<file path="config.mk">
export PLATFORM = sky130hd
export DESIGN_NAME = ftc_front_flat
export DESIGN_NICKNAME = d
export VERILOG_FILES = /design/src/hdl/ftc_pkg.sv /design/src/hdl/ftc_cmd_if.sv /design/src/hdl/ftc_front.sv /design/src/flat_wrapper.sv
export SDC_FILE = /design/constraint.sdc
export NUM_CORES = 1
export LEC_CHECK = 0
export ABC_AREA = 1
export BUFFER_PORTS_ARGS = -buffer_cell sky130_fd_sc_hd__buf_4
export CORE_ASPECT_RATIO = 1.1
export CORE_MARGIN = 2
export CORE_UTILIZATION = 45
export DETAILED_ROUTE_END_ITERATION = 10
export PLACE_DENSITY = 0.73
export SYNTH_ARGS = -nofsm -noshare
export SYNTH_HDL_FRONTEND = slang
export SYNTH_SLANG_ARGS = --single-unit
</file>
<file path="constraint.sdc">
create_clock -name clk -period 4 [get_ports clk]
set_input_delay 0.6 -clock clk [delete_from_list [all_inputs] [get_ports clk]]
set_output_delay 0.6 -clock clk [all_outputs]
set_load 0.03 [all_outputs]
</file>
<file path="src/hdl/ftc_pkg.sv">
// ----------------------------------------------------------------------------
// ftc_pkg
// Shared widths, codes, types and helper functions of the coverage tracker.
// ----------------------------------------------------------------------------
package ftc_pkg;

  localparam int TABLE_DEPTH_DEF = 4096;
  localparam int PC_W            = 64;
  localparam int CMD_W           = 2;
  localparam int SIZE_W          = 13;
  localparam int WEIGHT_W        = 16;
  localparam int CNT_W           = 32;
  localparam int HIT_W           = 17;
  localparam int BUCKET_COUNT    = 32;
  localparam int BUCKET_W        = BUCKET_COUNT - 1;
  localparam int EDGE_SHIFT      = 10;
  localparam int CFG_IDX_W       = 3;
  localparam int CFG_DATA_W      = 16;

  // Command codes
  localparam logic [CMD_W-1:0] CMD_TRACE = 2'd0;
  localparam logic [CMD_W-1:0] CMD_END   = 2'd1;
  localparam logic [CMD_W-1:0] CMD_CLEAR = 2'd2;

  // Register indexes
  localparam logic [CFG_IDX_W-1:0] REG_TABLE_SIZE    = 3'd0;
  localparam logic [CFG_IDX_W-1:0] REG_PC_WEIGHT     = 3'd1;
  localparam logic [CFG_IDX_W-1:0] REG_EDGE_WEIGHT   = 3'd2;
  localparam logic [CFG_IDX_W-1:0] REG_BUCKET_WEIGHT = 3'd3;
  localparam logic [CFG_IDX_W-1:0] REG_PATH_WEIGHT   = 3'd4;

  localparam logic [SIZE_W-1:0]   TABLE_SIZE_RST   = 13'd4096;
  localparam logic [WEIGHT_W-1:0] WEIGHT_RST       = 16'd1;
  localparam logic [PC_W-1:0]     BACK_JUMP_OFFSET = 64'd16807;
  localparam logic [HIT_W-1:0]    HIT_MAX          = 17'd65536;

  localparam logic [HIT_W-1:0] BUCKET_LIMIT [BUCKET_COUNT] = '{
    17'd2, 17'd3, 17'd4, 17'd5, 17'd6, 17'd7, 17'd8, 17'd9,
    17'd10, 17'd11, 17'd12, 17'd13, 17'd14, 17'd15, 17'd16, 17'd32,
    17'd33, 17'd63, 17'd64, 17'd65, 17'd255, 17'd256, 17'd257, 17'd1023,
    17'd1024, 17'd1025, 17'd32767, 17'd32768, 17'd32769, 17'd65534, 17'd65535,
    17'd65536
  };

  typedef struct packed {
    logic [CMD_W-1:0] command;
    logic [PC_W-1:0]  pc;
  } ftc_item_t;

  typedef struct packed {
    logic [SIZE_W-1:0]   table_size;
    logic [WEIGHT_W-1:0] pc_weight;
    logic [WEIGHT_W-1:0] edge_weight;
    logic [WEIGHT_W-1:0] bucket_weight;
    logic [WEIGHT_W-1:0] path_weight;
  } ftc_cfg_t;

  // Back end to front end
  typedef struct packed {
    logic pop;
    logic clearing;
  } ftc_ctl_t;

  // Bucket bit for a hit count: bit j-1 where limit[j-1] <= c < limit[j]
  function automatic logic [BUCKET_W-1:0] bucket_mask(input logic [HIT_W-1:0] c);
    logic [BUCKET_W-1:0] m;
    m = '0;
    for (int j = 1; j < BUCKET_COUNT; j++) begin
      m[j-1] = (c >= BUCKET_LIMIT[j-1]) && (c < BUCKET_LIMIT[j]);
    end
    return m;
  endfunction

  // Saturating weight add
  function automatic logic [CNT_W-1:0] sat_add(input logic [CNT_W-1:0] a,
                                               input logic [WEIGHT_W-1:0] w);
    logic [CNT_W:0] s;
    s = {1'b0, a} + (CNT_W+1)'(w);
    return s[CNT_W] ? {CNT_W{1'b1}} : s[CNT_W-1:0];
  endfunction

endpackage

</file>
<file path="src/hdl/ftc_cmd_if.sv">
// ----------------------------------------------------------------------------
// ftc_cmd_if
// Command channel: valid/ready with command code and program counter.
// ----------------------------------------------------------------------------
interface ftc_cmd_if;
  import ftc_pkg::*;

  logic             valid;
  logic             ready;
  logic [CMD_W-1:0] command;
  logic [PC_W-1:0]  pc;

  modport source (output valid, output command, output pc, input ready);
  modport sink   (input valid, input command, input pc, output ready);
endinterface

</file>
<file path="src/hdl/ftc_front.sv">
// ----------------------------------------------------------------------------
// ftc_front
// Accepts command beats and holds them in a two-entry queue for the back end.
// ----------------------------------------------------------------------------
module ftc_front (
  input  logic              clk,
  input  logic              rst,
  ftc_cmd_if.sink           cmd,
  input  ftc_pkg::ftc_ctl_t ctl,
  output logic              q_valid,
  output ftc_pkg::ftc_item_t q_item
);
  import ftc_pkg::*;

  localparam int QUEUE_DEPTH = 2;

  ftc_item_t  slot [QUEUE_DEPTH];
  logic       wr_ptr;
  logic       rd_ptr;
  logic [1:0] fill;
  logic       push;

  // Take a beat while there is room and no table clearing runs
  assign cmd.ready = (fill != 2'(QUEUE_DEPTH)) && !ctl.clearing;
  assign push      = cmd.valid && cmd.ready;
  assign q_valid   = (fill != 2'd0);
  assign q_item    = slot[rd_ptr];

  // Store the beat
  always_ff @(posedge clk) begin
    if (push) begin
      slot[wr_ptr] <= '{command: cmd.command, pc: cmd.pc};
    end
  end

  // Advance pointers and fill level
  always_ff @(posedge clk) begin
    if (rst) begin
      wr_ptr <= 1'b0;
      rd_ptr <= 1'b0;
      fill   <= 2'd0;
    end else begin
      if (push) wr_ptr <= ~wr_ptr;
      if (ctl.pop) rd_ptr <= ~rd_ptr;
      if (push && !ctl.pop) fill <= fill + 2'd1;
      else if (!push && ctl.pop) fill <= fill - 2'd1;
    end
  end

  a_pop_nonempty: assert property (@(posedge clk) disable iff (rst)
    ctl.pop |-> fill != 2'd0) else $error("pop from empty queue");
  a_fill_bound: assert property (@(posedge clk) disable iff (rst)
    fill <= 2'(QUEUE_DEPTH)) else $error("queue overfilled");
  a_no_push_clear: assert property (@(posedge clk) disable iff (rst)
    ctl.clearing |-> !push) else $error("beat taken during clearing");

endmodule

</file>
<file path="src/flat_wrapper.sv">
// flat-port wrapper written by rule: the top's interface ports become plain ports
module ftc_front_flat import ftc_pkg::*;
  (clk, rst, ctl, q_valid, q_item, cmd_valid, cmd_command, cmd_pc, cmd_ready);
  ftc_cmd_if cmd_i ();
  input  logic clk;
  input  logic rst;
  input  ftc_pkg::ftc_ctl_t ctl;
  output logic q_valid;
  output ftc_pkg::ftc_item_t q_item;
  input wire logic [$bits(cmd_i.valid)-1:0] cmd_valid;
  input wire logic [$bits(cmd_i.command)-1:0] cmd_command;
  input wire logic [$bits(cmd_i.pc)-1:0] cmd_pc;
  output wire logic [$bits(cmd_i.ready)-1:0] cmd_ready;
  assign cmd_i.valid = cmd_valid;
  assign cmd_i.command = cmd_command;
  assign cmd_i.pc = cmd_pc;
  assign cmd_ready = cmd_i.ready;
  ftc_front u_core (.clk(clk), .rst(rst), .cmd(cmd_i), .ctl(ctl), .q_valid(q_valid), .q_item(q_item));
endmodule
</file>
### Yosys cells after proc, flatten, opt, wreduce, memory -nomap -nowiden

Memory sizes are Yosys's and may differ from the RTL's. A register that Yosys moved wholly into a read port is not among the register bits.
Index checks and enable logic that the tools add are counted.

* add/subtract/negate cells: 2
* multiply operators: 0
* div/mod/pow operators: 0
* $lt $le $gt $ge: 0
* equal/unequal tests: 1
* shift-type cells: 0
* muxes and demuxes: 6
* bitwise operators: 2
* reduce and logical (&&, ||, !) cells: 9

Operator list (number)
* 1-bit logical AND: 4
* 1-bit 2-to-1 mux: 4
* 2-bit 2-to-1 mux: 2
* 2-bit nonzero test: 2
* 1-bit zero test: 3
* 2-bit by 1-bit adder with 2-bit output, second input constant: 1
* 2-bit inequality test, second input constant: 1
* 1-bit NOT: 2
* 2-bit by 1-bit subtractor with 2-bit output, second input constant: 1

* bits in registers: 4
* latch bits: 0
* bits in writable memories: 132
* memory bits (read-only): 0
* input port bits: 71
* output and inout port bits: 68
* memories kept: 1

Memories
* u_core.slot: depth 2, bits a word 66, read ports 1, clocked after memory_dff 1, wr ports 1, line ftc_front.sv:17 `ftc_item_t slot [QUEUE_DEPTH];`

### Longest topological paths before layout

Gate-level depths: netlist of the first run.

* depth in word-level cells: 7
* depth in mapped cells: 11
* mapped depth without buffers: 11

### Worst setup path before layout of the first run

OpenSTA, ideal clock, no wires.

* path type: input to register
* from: input ctl[0] (netlist bit)
* to: memory u_core.slot[0][0] (netlist bit), enable pin
* setup time: 0.490 ns
* arrival time: 3.531 ns
* required time: 3.510 ns
* path slack: -0.021 ns
* cell stages on the path: 3
* cell sequence: inv_1 nand3_1 nor2_1

* cells in the longest elaborated chain, start to end: 5

Ends and longest elaborated chain
* from (decl): line flat_wrapper.sv:7 `input ftc_pkg::ftc_ctl_t ctl;`
* 1-bit zero test: line ftc_front.sv:24 `assign cmd.ready = (fill != 2'(QUEUE_DEPTH)) && !ctl.clearing;`
* 1-bit logical AND: line ftc_front.sv:24
* 1-bit logical AND: line ftc_front.sv:25 `assign push = cmd.valid && cmd.ready;`
* 1-bit 2-to-1 mux: line ftc_front.sv:31 `if (push) begin`
* 1-bit 2-to-1 mux (not written as such): line ftc_front.sv:32 `slot[wr_ptr] <= '{command: cmd.command, pc: cmd.pc};`
* to (decl): line ftc_front.sv:17

No other way between the ends.

==> results of run 1 <==
[logic make-up (layout without fill, tap and decap cells)]
group	Yosys count	in the layout	synth area share
muxes	66	66	0.1727
adders and majority gates	1	1	0.002419
and+or+nand+nor	17	17	0.01379
xor gates and xnor gates	1	1	0.001694
DFF	137	137	0.7857
buffers and inverters	18	182	0.02080
AOI/OAI and AO/OA	3	3	0.002902
[routing by layer]
metal	wire, um	track usage
met1	3490	0.1682
met2	4435	0.2368
met3	541	0.04743
met4	99	0.06053
met5	0	0
[placed cells by master, fill, tap and decap left out, drive strengths merged]
cell / n
nor2: 5
mux2: 66
a21oi: 2
bufinv: 2
buf: 140
clkinv: 6
o21ai: 1
ha: 1
clkbuf: 17
inv: 12
edfxtp: 132
nand2: 8
nand4: 2
xnor2: 1
dfxtp: 5
clkinvlp: 5
nand3: 2
[flip-flops by register name, summed over array words and instances, names as in the netlist, named ones only]
| register | flops |
|---|---|
| u_core.slot | 132 |
| u_core.fill | 2 |
| u_core.rd_ptr | 1 |
| u_core.wr_ptr | 1 |
[power groups by stage]
stage	Combinational, W	Sequential, W	Clock [W]
2_1_floorplan	0.000318	0.00169	0
3_3_place_gp	0.000461	0.00172	0
3_5_place_dp	0.000467	0.00172	0
4_1_cts	0.000469	0.00169	0.00148
5_1_grt	0.000490	0.00170	0.00155
6_report	0.000462	0.00169	0.00146
[worst register-to-register path: stages (launching register included)]
cell and delay, ns:
dfxtp_1 0.33, inv_1 0.10, nand2_1 0.09, nand3_1 0.16
nor2_4 0.74, buf_12 0.33
[stage by stage]
stage | setup WS, ns | hold slack (ns) | cell area [um2] | power, W
global route | 1.159 | 0.3601 | 6927 | 0.003736
floorplan | 1.077 | 0.4799 | 5175 | 0.002004
CTS | 1.243 | 0.3648 | 6927 | 0.003646
finish | 1.289 | 0.3789 | 6927 | 0.003610
global placement | 1.664 | 0.4961 | 6369 | 0.002179
detailed placement | 1.599 | 0.5015 | 6369 | 0.002189
[layout make-up]
class	count	share of cell area
Timing Repair Buffer	140	0.1535
Multi-Input combinational cell	88	0.1456
Clock inverter	14	0.01915
Inverter	11	0.005961
Sequential cell	137	0.5872
Tap cell	150	0.02710
Clock buffer	17	0.06142
[synthesized netlist by cell type, drive strengths merged (2+ instances only)]
cell / number
edfxtp: 132
nor2: 5
nand2: 8
dfxtp: 5
nand4: 2
mux2: 66
a21oi: 2
nand3: 2
buf: 7
inv: 11
[worst max path at each step]
stage,from,endpoint,depth (start not counted)
final,register,q_item[62],2
after global routing,register,q_item[62],2
after CTS,register,q_item[63],2
after detailed placement,ctl[0],u_core.slot[0][3],5
after global placement,ctl[0],u_core.slot[0][3],5
after floorplan,ctl[0],u_core.slot[0][0],3
==> report_table.html, run 1 <==
<table>
<tr><th>Metric</th><th>Value</th></tr>
<tr><th colspan="2">Clock network</th></tr>
<tr><td># clock sinks</td><td>137</td></tr>
<tr><td>CTS tree</td><td>yes</td></tr>
<tr><td>Clock tree buffer depth</td><td>2</td></tr>
<tr><td>Clock H-tree levels</td><td>4</td></tr>
<tr><td>Clock root buffer master</td><td>clkbuf_16</td></tr>
<tr><td>Number of buffers inserted to repair setup after CTS</td><td>0</td></tr>
<tr><td>Number of instances resized during post-cts repair</td><td>0</td></tr>
<tr><td>Worst-path clk slew</td><td>0.06 ns</td></tr>
<tr><td>Number of hold-repair buffers added at the cts stage</td><td>0</td></tr>
<tr><td>TritonCTS Buffers</td><td>17</td></tr>
<tr><td>Clock latency reported for the late side of the worst-skew pair</td><td>0.40 ns</td></tr>
<tr><th colspan="2">STA</th></tr>
<tr><td>Slew of the pin with the lowest slew margin</td><td>1.096 ns</td></tr>
<tr><td>Fin Clk Skew</td><td>0.008542 ns</td></tr>
<tr><td>Final-layout setup total negative slack</td><td>0 ns</td></tr>
<tr><td>Unrepaired setup endpoints after global routing</td><td>no</td></tr>
<tr><td>Max-slew violation count</td><td>0</td></tr>
<tr><td>Tmin final</td><td>2.711 ns</td></tr>
<tr><td>Count of final hold-check violations</td><td>0</td></tr>
<tr><td>Max Fclk</td><td>368.9 MHz</td></tr>
<tr><td>Period utilization</td><td>0.6777</td></tr>
<tr><td>Setup violations, final</td><td>0</td></tr>
<tr><td>Slew Limit Headroom</td><td>0.2695</td></tr>
<tr><th colspan="2">Hold path</th></tr>
<tr><td>Worst hold path type</td><td>primary input to register</td></tr>
<tr><td>End point of the most critical hold path</td><td>u_core.slot[0][1]</td></tr>
<tr><td>Worst Hold Path Cells</td><td>1</td></tr>
<tr><td>Origin of the worst min-delay path</td><td>cmd_pc[1]</td></tr>
<tr><th colspan="2">Synthesis</th></tr>
<tr><td>Average footprint of a synthesized cell</td><td>21.29 um2</td></tr>
<tr><td>Syn Inst Count</td><td>243</td></tr>
<tr><td>Largest cells by area after synthesis</td><td>edfxtp_1, mux2_4, mux2_2, dfxtp_1, buf_6</td></tr>
<tr><td>Unique masters post-synth</td><td>15</td></tr>
<tr><td>Synth Cell Area</td><td>5172 um2</td></tr>
<tr><td>Yosys warns</td><td>0</td></tr>
<tr><td>FF+latch count, synth</td><td>137</td></tr>
<tr><td>Seq/Total Area, Yosys</td><td>0.7857</td></tr>
<tr><td>Syn nets</td><td>315</td></tr>
<tr><td>Count of flip-flops with a built-in enable after synthesis</td><td>132</td></tr>
<tr><td>Share of Yosys cell area claimed by the top area cell type</td><td>0.7663</td></tr>
<tr><td>Dominant register cell in the synthesized netlist</td><td>edfxtp_1</td></tr>
<tr><td>Yosys top cell by area</td><td>edfxtp_1</td></tr>
<tr><td>Post-synthesis async set-or-reset flop share</td><td>0</td></tr>
<tr><th colspan="2">Placed design</th></tr>
<tr><td>Last weighted congestion value of the routability-driven placer</td><td>0.6911</td></tr>
<tr><td>Placed insts</td><td>526</td></tr>
<tr><td>Port Buf Inserts</td><td>138</td></tr>
<tr><td>Placed wire-length estimate</td><td>5308 um</td></tr>
<tr><th colspan="2">Drt</th></tr>
<tr><td>DR pass1 iterations</td><td>4</td></tr>
<tr><td>Overall via count from detail_route</td><td>2631</td></tr>
<tr><td>Count of nets left with antenna violations after detail routing</td><td>0</td></tr>
<tr><td>Average detailed-routed wire length per instance</td><td>15.38 um</td></tr>
<tr><td>Average via count per standard cell</td><td>4.724</td></tr>
<tr><td>Final Routed Wirelength</td><td>8568 um</td></tr>
<tr><td>Drt first-iter violations</td><td>88</td></tr>
<tr><td>Drt drc</td><td>0</td></tr>
<tr><th colspan="2">Critical path</th></tr>
<tr><td>Crit Reg-Reg Startpoint</td><td>u_core.fill[0]</td></tr>
<tr><td>Req. time, crit path</td><td>3.40 ns</td></tr>
<tr><td>R2r setup slk</td><td>1.90 ns</td></tr>
<tr><td>Slowest cell on the critical path</td><td>dfxtp_4</td></tr>
<tr><td>Critical path peak fanout</td><td>66</td></tr>
<tr><td>Kind of start point of the critical path</td><td>register</td></tr>
<tr><td>Sort of element at the end of the critical path</td><td>output port</td></tr>
<tr><td>Buffer and inverter count on the worst path</td><td>1</td></tr>
<tr><td>Worst EP arrival</td><td>2.11 ns</td></tr>
<tr><td>Family with the most delay on the worst path</td><td>flip-flops</td></tr>
<tr><td>CP cell instances</td><td>mux2_2 -&gt; buf_4</td></tr>
<tr><td>Reg-to-reg critical path endpoint</td><td>u_core.slot[0][63]</td></tr>
<tr><td>Number of cell instances on the worst register-to-register path</td><td>5</td></tr>
<tr><td>Maximum single-stage delay on the critical path</td><td>1.06 ns</td></tr>
<tr><td>Critical path type</td><td>register to output port</td></tr>
<tr><th colspan="2">Pwr</th></tr>
<tr><td>Psw</td><td>0.0008394 W</td></tr>
<tr><td>Gate power share</td><td>0.128</td></tr>
<tr><td>Share of total power consumed by net switching</td><td>0.2325</td></tr>
<tr><td>Static leakage power</td><td>2.691 nW</td></tr>
<tr><td>Power density over the cells</td><td>521.2 nW/um2</td></tr>
<tr><td>Relative contribution of sequential cells to total power</td><td>0.468</td></tr>
<tr><td>P_int</td><td>0.002771 W</td></tr>
<tr><td>Clock power frac</td><td>0.404</td></tr>
<tr><td>IR drop worst, VDD</td><td>0.2966 mV</td></tr>
<tr><th colspan="2">Final layout</th></tr>
<tr><td>Number of non-filler instances in the completed layout</td><td>557</td></tr>
<tr><td>Synth-to-Final Area Change</td><td>33.91%</td></tr>
<tr><td>Filler cells</td><td>822</td></tr>
<tr><td>NumNets Final</td><td>467</td></tr>
<tr><td>Storage element area</td><td>4068 um2</td></tr>
<tr><td>Util after Layout</td><td>0.6110</td></tr>
<tr><td>Diodes inserted</td><td>0</td></tr>
<tr><td>Area used by multi-input combinational logic</td><td>1008 um2</td></tr>
<tr><td>Layout cell share with drive strength beyond 1</td><td>0.5823</td></tr>
<tr><th colspan="2">Floorplan</th></tr>
<tr><td>Row Count</td><td>41</td></tr>
<tr><td>X dimension of the die</td><td>106.2 um</td></tr>
<tr><td>Boundary pin count</td><td>139</td></tr>
<tr><td>Chip Height</td><td>116.4 um</td></tr>
<tr><td>Initial cell density of the core</td><td>0.4562</td></tr>
<tr><td>Area of the placeable core</td><td>11340 um2</td></tr>
<tr><td>Die area</td><td>12370 um2</td></tr>
<tr><th colspan="2">GRT</th></tr>
<tr><td>Vias in the first global route</td><td>2664</td></tr>
<tr><td>Global-route usage over all layers</td><td>0.1412</td></tr>
<tr><td>Gr ovfl total</td><td>0</td></tr>
<tr><td>Antenna violations before repair</td><td>0</td></tr>
<tr><td>First-pass GRT wire length</td><td>13000 um</td></tr>
<tr><td>Pin count of the biggest net entering global routing</td><td>67</td></tr>
<tr><th colspan="2">Status</th></tr>
<tr><td>Outcome</td><td>completed</td></tr>
<tr><th colspan="2">Job</th></tr>
<tr><td>Max-cap check violation count</td><td>0</td></tr>
</table>
(Power assumes the default switching activity.)
==> inputs of run 2 (changes only) <==
PLACE_DENSITY = 0.7   (was 0.73)
clock period = 2.5 ns   (was 4 ns; I/O delays follow)
==> report_table.html, run 2 (synthesis results as in run 1) <==
<table>
<tr><th>Metric</th><th>Value</th></tr>
<tr><th colspan="2">Drt</th></tr>
<tr><td>Final Routed Wirelength</td><td>8692 um (was 8568 um)</td></tr>
<tr><td>Drt first-iter violations</td><td>73 (was 88)</td></tr>
<tr><td>Average detailed-routed wire length per instance</td><td>15.44 um (was 15.38 um)</td></tr>
<tr><td>Count of nets left with antenna violations after detail routing</td><td>0 (unchanged)</td></tr>
<tr><td>Overall via count from detail_route</td><td>2635 (was 2631)</td></tr>
<tr><td>DR pass1 iterations</td><td>4 (unchanged)</td></tr>
<tr><td>Average via count per standard cell</td><td>4.680 (was 4.724)</td></tr>
<tr><td>Drt drc</td><td>0 (unchanged)</td></tr>
<tr><th colspan="2">Clock network</th></tr>
<tr><td>CTS tree</td><td>yes (unchanged)</td></tr>
<tr><td>Worst-path clk slew</td><td>0.06 ns (about the same)</td></tr>
<tr><td>Number of hold-repair buffers added at the cts stage</td><td>0 (unchanged)</td></tr>
<tr><td>Number of instances resized during post-cts repair</td><td>0 (unchanged)</td></tr>
<tr><td>Number of buffers inserted to repair setup after CTS</td><td>0 (unchanged)</td></tr>
<tr><td>TritonCTS Buffers</td><td>17 (unchanged)</td></tr>
<tr><td># clock sinks</td><td>137 (unchanged)</td></tr>
<tr><td>Clock tree buffer depth</td><td>2 (unchanged)</td></tr>
<tr><td>Clock root buffer master</td><td>clkbuf_16 (unchanged)</td></tr>
<tr><td>Clock latency reported for the late side of the worst-skew pair</td><td>0.41 ns (was 0.40 ns)</td></tr>
<tr><td>Clock H-tree levels</td><td>4 (unchanged)</td></tr>
<tr><th colspan="2">STA</th></tr>
<tr><td>Final-layout setup total negative slack</td><td>0 ns (unchanged)</td></tr>
<tr><td>Setup violations, final</td><td>0 (unchanged)</td></tr>
<tr><td>Max Fclk</td><td>474.9 MHz</td></tr>
<tr><td>Period utilization</td><td>0.8422</td></tr>
<tr><td>Fin Hold WS</td><td>0.1461 ns (was 0.3789 ns)</td></tr>
<tr><td>Tmin final</td><td>2.106 ns</td></tr>
<tr><td>Slew Limit Headroom</td><td>0.6045 (was 0.2695)</td></tr>
<tr><td>Unrepaired setup endpoints after global routing</td><td>no (unchanged)</td></tr>
<tr><td>Fin Clk Skew</td><td>0.005319 ns (was 0.008542 ns)</td></tr>
<tr><td>Max-slew violation count</td><td>0 (unchanged)</td></tr>
<tr><td>Final worst setup slack</td><td>0.3944 ns (was 1.289 ns)</td></tr>
<tr><td>Count of final hold-check violations</td><td>0 (unchanged)</td></tr>
<tr><td>Slew of the pin with the lowest slew margin</td><td>0.5925 ns (was 1.096 ns)</td></tr>
<tr><th colspan="2">Job</th></tr>
<tr><td>Max-cap check violation count</td><td>0 (unchanged)</td></tr>
<tr><th colspan="2">Pwr</th></tr>
<tr><td>P_int</td><td>0.004751 W (was 0.002771 W)</td></tr>
<tr><td>Clock power frac</td><td>0.431 (was 0.404)</td></tr>
<tr><td>Relative contribution of sequential cells to total power</td><td>0.438 (was 0.468)</td></tr>
<tr><td>Static leakage power</td><td>2.768 nW (was 2.691 nW)</td></tr>
<tr><td>Share of total power consumed by net switching</td><td>0.2178 (was 0.2325)</td></tr>
<tr><td>Gate power share</td><td>0.132 (was 0.128)</td></tr>
<tr><td>IR drop worst, VDD</td><td>0.5666 mV (was 0.2966 mV)</td></tr>
<tr><td>Power density over the cells</td><td>858.3 nW/um2 (was 521.2 nW/um2)</td></tr>
<tr><td>Psw</td><td>0.001323 W (was 0.0008394 W)</td></tr>
<tr><th colspan="2">Critical path</th></tr>
<tr><td>Sort of element at the end of the critical path</td><td>output port (unchanged)</td></tr>
<tr><td>Kind of start point of the critical path</td><td>register (unchanged)</td></tr>
<tr><td>Maximum single-stage delay on the critical path</td><td>0.41 ns (was 1.06 ns)</td></tr>
<tr><td>CP cell instances</td><td>buf_4 -&gt; mux2_2 -&gt; buf_4 (was mux2_2 -&gt; buf_4)</td></tr>
<tr><td>Number of cell instances on the worst register-to-register path</td><td>5 (unchanged)</td></tr>
<tr><td>Reg-to-reg critical path endpoint</td><td>u_core.slot[0][10] (was u_core.slot[0][63])</td></tr>
<tr><td>Critical path peak fanout</td><td>22 (was 66)</td></tr>
<tr><td>Slowest cell on the critical path</td><td>dfxtp_4 (unchanged)</td></tr>
<tr><td>Worst EP arrival</td><td>1.73 ns (was 2.11 ns)</td></tr>
<tr><td>End point of the critical path</td><td>q_item[12] (was q_item[62])</td></tr>
<tr><td>R2r setup slk</td><td>0.76 ns (was 1.90 ns)</td></tr>
<tr><td>Crit Reg-Reg Startpoint</td><td>u_core.fill[0] (unchanged)</td></tr>
<tr><td>Most prevalent standard cell on the critical path</td><td>buf_4</td></tr>
<tr><td>Req. time, crit path</td><td>2.12 ns (was 3.40 ns)</td></tr>
<tr><td>Critical path type</td><td>register to output port (unchanged)</td></tr>
<tr><th colspan="2">GRT</th></tr>
<tr><td>Pin count of the biggest net entering global routing</td><td>40 (was 67)</td></tr>
<tr><td>First-pass GRT wire length</td><td>13040 um (was 13000 um)</td></tr>
<tr><td>Gr ovfl total</td><td>0 (unchanged)</td></tr>
<tr><td>Global-route usage over all layers</td><td>0.1438 (was 0.1412)</td></tr>
<tr><td>Vias in the first global route</td><td>2672 (was 2664)</td></tr>
<tr><td>Antenna violations before repair</td><td>0 (unchanged)</td></tr>
<tr><th colspan="2">Floorplan</th></tr>
<tr><td>X dimension of the die</td><td>106.2 um (unchanged)</td></tr>
<tr><td>Boundary pin count</td><td>139 (unchanged)</td></tr>
<tr><td>Row Count</td><td>41 (unchanged)</td></tr>
<tr><td>Chip Height</td><td>116.4 um (unchanged)</td></tr>
<tr><td>Area of the placeable core</td><td>11340 um2 (unchanged)</td></tr>
<tr><td>Initial cell density of the core</td><td>0.4562 (unchanged)</td></tr>
<tr><td>Die area</td><td>12370 um2 (unchanged)</td></tr>
<tr><th colspan="2">Final layout</th></tr>
<tr><td>Number of non-filler instances in the completed layout</td><td>563 (was 557)</td></tr>
<tr><td>Max reg flops</td><td>132 (unchanged)</td></tr>
<tr><td>Filler cells</td><td>836 (was 822)</td></tr>
<tr><td>Synth-to-Final Area Change</td><td>36.82% (was 33.91%)</td></tr>
<tr><td>Largest reg by FF count</td><td>u_core.slot (unchanged)</td></tr>
<tr><td>Storage element area</td><td>4068 um2 (unchanged)</td></tr>
<tr><td>Layout cell share with drive strength beyond 1</td><td>0.5884 (was 0.5823)</td></tr>
<tr><td>Util after Layout</td><td>0.6242 (was 0.6110)</td></tr>
<tr><td>NumNets Final</td><td>472 (was 467)</td></tr>
<tr><td>Most frequent standard cell in the layout excluding fill and tap cells</td><td>buf_4 (unchanged)</td></tr>
<tr><td>Area used by multi-input combinational logic</td><td>1008 um2 (unchanged)</td></tr>
<tr><td>Largest regs</td><td>u_core.slot (132), u_core.fill (2) (unchanged)</td></tr>
<tr><td>Highest-count cells in the layout ignoring fill and taps</td><td>buf_4, edfxtp_1, mux2_4 (unchanged)</td></tr>
<tr><td>Diodes inserted</td><td>0 (unchanged)</td></tr>
<tr><th colspan="2">Hold path</th></tr>
<tr><td>Worst hold path type</td><td>primary input to register (unchanged)</td></tr>
<tr><th colspan="2">Placed design</th></tr>
<tr><td>Last weighted congestion value of the routability-driven placer</td><td>0.7052 (was 0.6911)</td></tr>
<tr><td>Placed wire-length estimate</td><td>5832 um (was 5308 um)</td></tr>
<tr><td>Placed insts</td><td>531 (was 526)</td></tr>
<tr><td>Setup WS pre-CTS</td><td>0.6883 ns (was 1.599 ns)</td></tr>
<tr><td>Port Buf Inserts</td><td>138 (unchanged)</td></tr>
<tr><th colspan="2">Status</th></tr>
<tr><td>Outcome</td><td>completed (unchanged)</td></tr>
</table>
[run 2: cell count changes in the layout (fill, tap and decap cells not counted)]
cell / before / now
clkbuf_1: 0 / 1
inv_6: 1 / 0
clkinvlp_4: 5 / 3
buf_12: 1 / 4
clkinv_1: 3 / 2
bufinv_16: 2 / 5
clkinv_4: 0 / 1
buf_4: 139 / 141
[run 2: worst max-delay path: cells and delay by family (launching register included)]
kind	cells	cell delay, ns
buffers and inverters	2	0.52
DFF	1	0.41
muxes	1	0.38
[run 2: per-stage QoR]
stage               power [W]  cell area (um2)
global placement     0.003498             6444
global route         0.006278             7077
CTS                  0.006137             7077
floorplan            0.003206             5180
detailed placement   0.003513             6444
finish               0.006074             7077
[run 2: worst min-delay path by stage]
stage          slack (ns)           from             to  cells past startpoint
2_1_floorplan        0.45            rst  u_core.wr_ptr                      1
3_3_place_gp         0.50  u_core.rd_ptr  u_core.rd_ptr                      2
3_5_place_dp         0.52  u_core.rd_ptr       register                      2
4_1_cts              0.13            rst       register                      2
5_1_grt              0.13            rst       register                      2
6_report             0.15            rst       register                      2
[run 2: power groups by stage]
stage	Combinational, W	Sequential [W]	Clock [W]
after CTS	0.000810	0.00266	0.00267
after global routing	0.000847	0.00267	0.00277
after global placement	0.000798	0.00270	0
final	0.000799	0.00266	0.00262
after floorplan	0.000510	0.00270	0
after detailed placement	0.000808	0.00270	0
[run 2: per-layer routing]
layer  global-route usage  vias to the layer above  part of all wire
li1                     -                     1254                 -
met1               0.1597                     1263              0.40
met2               0.2432                      102              0.51
met3              0.06808                       16             0.081
met4              0.05351                        0             0.015
met5                    0                        -                 0
[run 2: final cells by class]
class                           instances  area share
Sequential cell                       137      0.5748
Timing Repair Buffer                  145      0.1609
Multi-Input combinational cell         88      0.1425
Clock buffer                           18     0.06064
Clock inverter                         14     0.02882
Tap cell                              150     0.02652
Inverter                               11    0.005835
==> inputs of run 3 (changes only) <==
clock period = 2.1 ns   (was 2.5 ns; I/O delays follow)
==> report_table.html, run 3 (synthesis results as in run 1) <==
<table>
<tr><th>Metric</th><th>Value</th></tr>
<tr><th colspan="2">STA</th></tr>
<tr><td>Period utilization</td><td>0.9112</td></tr>
<tr><td>Count of final hold-check violations</td><td>0 (unchanged)</td></tr>
<tr><td>Slew Limit Headroom</td><td>0.7304 (was 0.6045)</td></tr>
<tr><td>Slew of the pin with the lowest slew margin</td><td>0.4044 ns (was 0.5925 ns)</td></tr>
<tr><td>Tmin final</td><td>1.913 ns</td></tr>
<tr><td>Fin Clk Skew</td><td>0.007211 ns (was 0.005319 ns)</td></tr>
<tr><td>Unrepaired setup endpoints after global routing</td><td>no (unchanged)</td></tr>
<tr><td>Max-slew violation count</td><td>0 (unchanged)</td></tr>
<tr><td>Setup violations, final</td><td>0 (unchanged)</td></tr>
<tr><td>Final-layout setup total negative slack</td><td>0 ns (unchanged)</td></tr>
<tr><td>Max Fclk</td><td>522.6 MHz</td></tr>
<tr><th colspan="2">Final layout</th></tr>
<tr><td>Most frequent standard cell in the layout excluding fill and tap cells</td><td>buf_4 (unchanged)</td></tr>
<tr><td>Max reg flops</td><td>132 (unchanged)</td></tr>
<tr><td>Summed area of non-filler cells in the final layout</td><td>7049 um2 (was 7077 um2)</td></tr>
<tr><td>Diodes inserted</td><td>0 (unchanged)</td></tr>
<tr><td>Area used by multi-input combinational logic</td><td>1008 um2 (unchanged)</td></tr>
<tr><td>Util after Layout</td><td>0.6218 (was 0.6242)</td></tr>
<tr><td>NumNets Final</td><td>473 (was 472)</td></tr>
<tr><td>Largest regs</td><td>u_core.slot (132), u_core.fill (2) (unchanged)</td></tr>
<tr><td>Filler cells</td><td>825 (was 836)</td></tr>
<tr><td>Highest-count cells in the layout ignoring fill and taps</td><td>buf_4, edfxtp_1, mux2_4 (unchanged)</td></tr>
<tr><td>Layout cell share with drive strength beyond 1</td><td>0.5860 (was 0.5884)</td></tr>
<tr><td>Largest reg by FF count</td><td>u_core.slot (unchanged)</td></tr>
<tr><td>Storage element area</td><td>4068 um2 (unchanged)</td></tr>
<tr><td>Synth-to-Final Area Change</td><td>36.28% (was 36.82%)</td></tr>
<tr><th colspan="2">Pwr</th></tr>
<tr><td>Psw</td><td>0.001571 W (was 0.001323 W)</td></tr>
<tr><td>Relative contribution of sequential cells to total power</td><td>0.453 (was 0.438)</td></tr>
<tr><td>Share of total power consumed by net switching</td><td>0.2249 (was 0.2178)</td></tr>
<tr><td>IR drop worst, VDD</td><td>0.5382 mV (was 0.5666 mV)</td></tr>
<tr><td>P_int</td><td>0.005416 W (was 0.004751 W)</td></tr>
<tr><td>Gate power share</td><td>0.138 (was 0.132)</td></tr>
<tr><td>Power density over the cells</td><td>991.1 nW/um2 (was 858.3 nW/um2)</td></tr>
<tr><td>Total chip power</td><td>0.006987 W (was 0.006074 W)</td></tr>
<tr><td>Clock power frac</td><td>0.409 (was 0.431)</td></tr>
<tr><td>Static leakage power</td><td>2.735 nW (was 2.768 nW)</td></tr>
<tr><th colspan="2">GRT</th></tr>
<tr><td>First-pass GRT wire length</td><td>13310 um (was 13040 um)</td></tr>
<tr><td>Gr ovfl total</td><td>0 (unchanged)</td></tr>
<tr><td>Antenna violations before repair</td><td>0 (unchanged)</td></tr>
<tr><td>Pin count of the biggest net entering global routing</td><td>37 (was 40)</td></tr>
<tr><td>Global-route usage over all layers</td><td>0.1461 (was 0.1438)</td></tr>
<tr><td>Vias in the first global route</td><td>2743 (was 2672)</td></tr>
<tr><th colspan="2">Floorplan</th></tr>
<tr><td>X dimension of the die</td><td>106.2 um (unchanged)</td></tr>
<tr><td>Chip Height</td><td>116.4 um (unchanged)</td></tr>
<tr><td>Initial cell density of the core</td><td>0.4562 (unchanged)</td></tr>
<tr><td>Die area</td><td>12370 um2 (unchanged)</td></tr>
<tr><td>Row Count</td><td>41 (unchanged)</td></tr>
<tr><td>Area of the placeable core</td><td>11340 um2 (unchanged)</td></tr>
<tr><td>Boundary pin count</td><td>139 (unchanged)</td></tr>
<tr><th colspan="2">Placed design</th></tr>
<tr><td>Placed wire-length estimate</td><td>5762 um (was 5832 um)</td></tr>
<tr><td>Cell area after placement</td><td>6452 um2 (was 6444 um2)</td></tr>
<tr><td>Port Buf Inserts</td><td>138 (unchanged)</td></tr>
<tr><td>Last weighted congestion value of the routability-driven placer</td><td>0.7379 (was 0.7052)</td></tr>
<tr><th colspan="2">Critical path</th></tr>
<tr><td>Worst EP arrival</td><td>1.60 ns (was 1.73 ns)</td></tr>
<tr><td>Critical path type</td><td>register to output port (unchanged)</td></tr>
<tr><td>Sort of element at the end of the critical path</td><td>output port (unchanged)</td></tr>
<tr><td>R2r setup slk</td><td>0.48 ns (was 0.76 ns)</td></tr>
<tr><td>Req. time, crit path</td><td>1.78 ns (was 2.12 ns)</td></tr>
<tr><td>Number of cell instances on the worst register-to-register path</td><td>5 (unchanged)</td></tr>
<tr><td>Kind of start point of the critical path</td><td>register (unchanged)</td></tr>
<tr><td>Critical path peak fanout</td><td>28 (was 22)</td></tr>
<tr><td>Slowest cell on the critical path</td><td>dfxtp_4 (unchanged)</td></tr>
<tr><td>Reg-to-reg critical path endpoint</td><td>u_core.slot[0][36] (was u_core.slot[0][10])</td></tr>
<tr><td>CP cell instances</td><td>buf_12 -&gt; mux2_2 -&gt; buf_4 (was buf_4 -&gt; mux2_2 -&gt; buf_4)</td></tr>
<tr><td>Maximum single-stage delay on the critical path</td><td>0.39 ns (was 0.41 ns)</td></tr>
<tr><td>Crit Reg-Reg Startpoint</td><td>u_core.fill[0] (unchanged)</td></tr>
<tr><th colspan="2">Drt</th></tr>
<tr><td>DR pass1 iterations</td><td>5 (was 4)</td></tr>
<tr><td>Count of nets left with antenna violations after detail routing</td><td>0 (unchanged)</td></tr>
<tr><td>Overall via count from detail_route</td><td>2669 (was 2635)</td></tr>
<tr><td>Drt drc</td><td>0 (unchanged)</td></tr>
<tr><td>Average via count per standard cell</td><td>4.741 (was 4.680)</td></tr>
<tr><td>Drt first-iter violations</td><td>105 (was 73)</td></tr>
<tr><td>Average detailed-routed wire length per instance</td><td>15.52 um (was 15.44 um)</td></tr>
<tr><td>Final Routed Wirelength</td><td>8740 um (was 8692 um)</td></tr>
<tr><th colspan="2">Hold path</th></tr>
<tr><td>End point of the most critical hold path</td><td>u_core.slot[1][5]</td></tr>
<tr><td>Worst hold path type</td><td>primary input to register (unchanged)</td></tr>
<tr><td>Worst Hold Path Cells</td><td>1 (was 2)</td></tr>
<tr><td>Origin of the worst min-delay path</td><td>cmd_pc[5] (was rst)</td></tr>
<tr><th colspan="2">Clock network</th></tr>
<tr><td>Clock tree buffer depth</td><td>2 (unchanged)</td></tr>
<tr><td>CTS tree</td><td>yes (unchanged)</td></tr>
<tr><td>Worst-path clk slew</td><td>0.06 ns (about the same)</td></tr>
<tr><td>Clock latency reported for the late side of the worst-skew pair</td><td>0.40 ns (was 0.41 ns)</td></tr>
<tr><td>TritonCTS Buffers</td><td>17 (unchanged)</td></tr>
<tr><td>Clock root buffer master</td><td>clkbuf_16 (unchanged)</td></tr>
<tr><td>Clock H-tree levels</td><td>4 (unchanged)</td></tr>
<tr><td># clock sinks</td><td>137 (unchanged)</td></tr>
<tr><th colspan="2">Status</th></tr>
<tr><td>Outcome</td><td>completed (unchanged)</td></tr>
<tr><th colspan="2">Job</th></tr>
<tr><td>Max-cap check violation count</td><td>0 (unchanged)</td></tr>
</table>
-- run 3: layout make-up --
cell class	count	share of cell area
clock inverters	14	0.02219
well taps	150	0.02662
inverters	11	0.006390
clock buffers	17	0.06035
flip-flops and latches	137	0.5770
multi-input cells	88	0.1431
repair buffers	146	0.1644
-- run 3: what timing repair did --
action                                  CTS  global route
hold buffers                              0             0
buffers inserted                          2             0
endpoints found under the setup margin   13             0
gates resized for setup                   0             0
-- run 3: critical path: cells and delay by family, from the launching register on --
kind     cells  cell delay (ns)
mux          1             0.38
buf+inv      2             0.40
flops        1             0.39
-- run 3: metrics by stage --
step           setup WS [ns]  instances  hold WS (ns)
2_1_floorplan        0.08963        243        0.3865
3_3_place_gp          0.4503        530        0.4999
3_5_place_dp          0.4142        530        0.5027
4_1_cts               0.1697        563       0.07476
5_1_grt               0.1386        563       0.07120
6_report              0.1865        563       0.09306
-- run 3: power by group through the flow --
stage	registers, W	clock network, W	logic (W)
floorplan	0.00321	0	0.000607
global placement	0.00323	0	0.000942
detailed placement	0.00323	0	0.000957
CTS	0.00316	0.00293	0.000978
global route	0.00317	0.00305	0.00102
finish	0.00316	0.00286	0.000966
-- run 3: per-layer routing --
metal,vias up,global-route usage,part of all wire
met4,0,0.06053,0.012
li1,1258,-,-
met5,-,0,0
met1,1286,0.1806,0.42
met2,113,0.2346,0.50
met3,12,0.05413,0.072
-- run 3: worst max-delay path by stage --
| stage | slack [ns] | from | to |
|---|---|---|---|
| 2_1_floorplan | 0.09 | u_core.fill[0] | u_core.slot[0][0] |
| 3_3_place_gp | 0.45 | register | q_item[12] |
| 3_5_place_dp | 0.41 | register | q_item[13] |
| 4_1_cts | 0.17 | register | q_item[13] |
| 5_1_grt | 0.14 | register | q_item[13] |
| 6_report | 0.19 | register | q_item[10] |
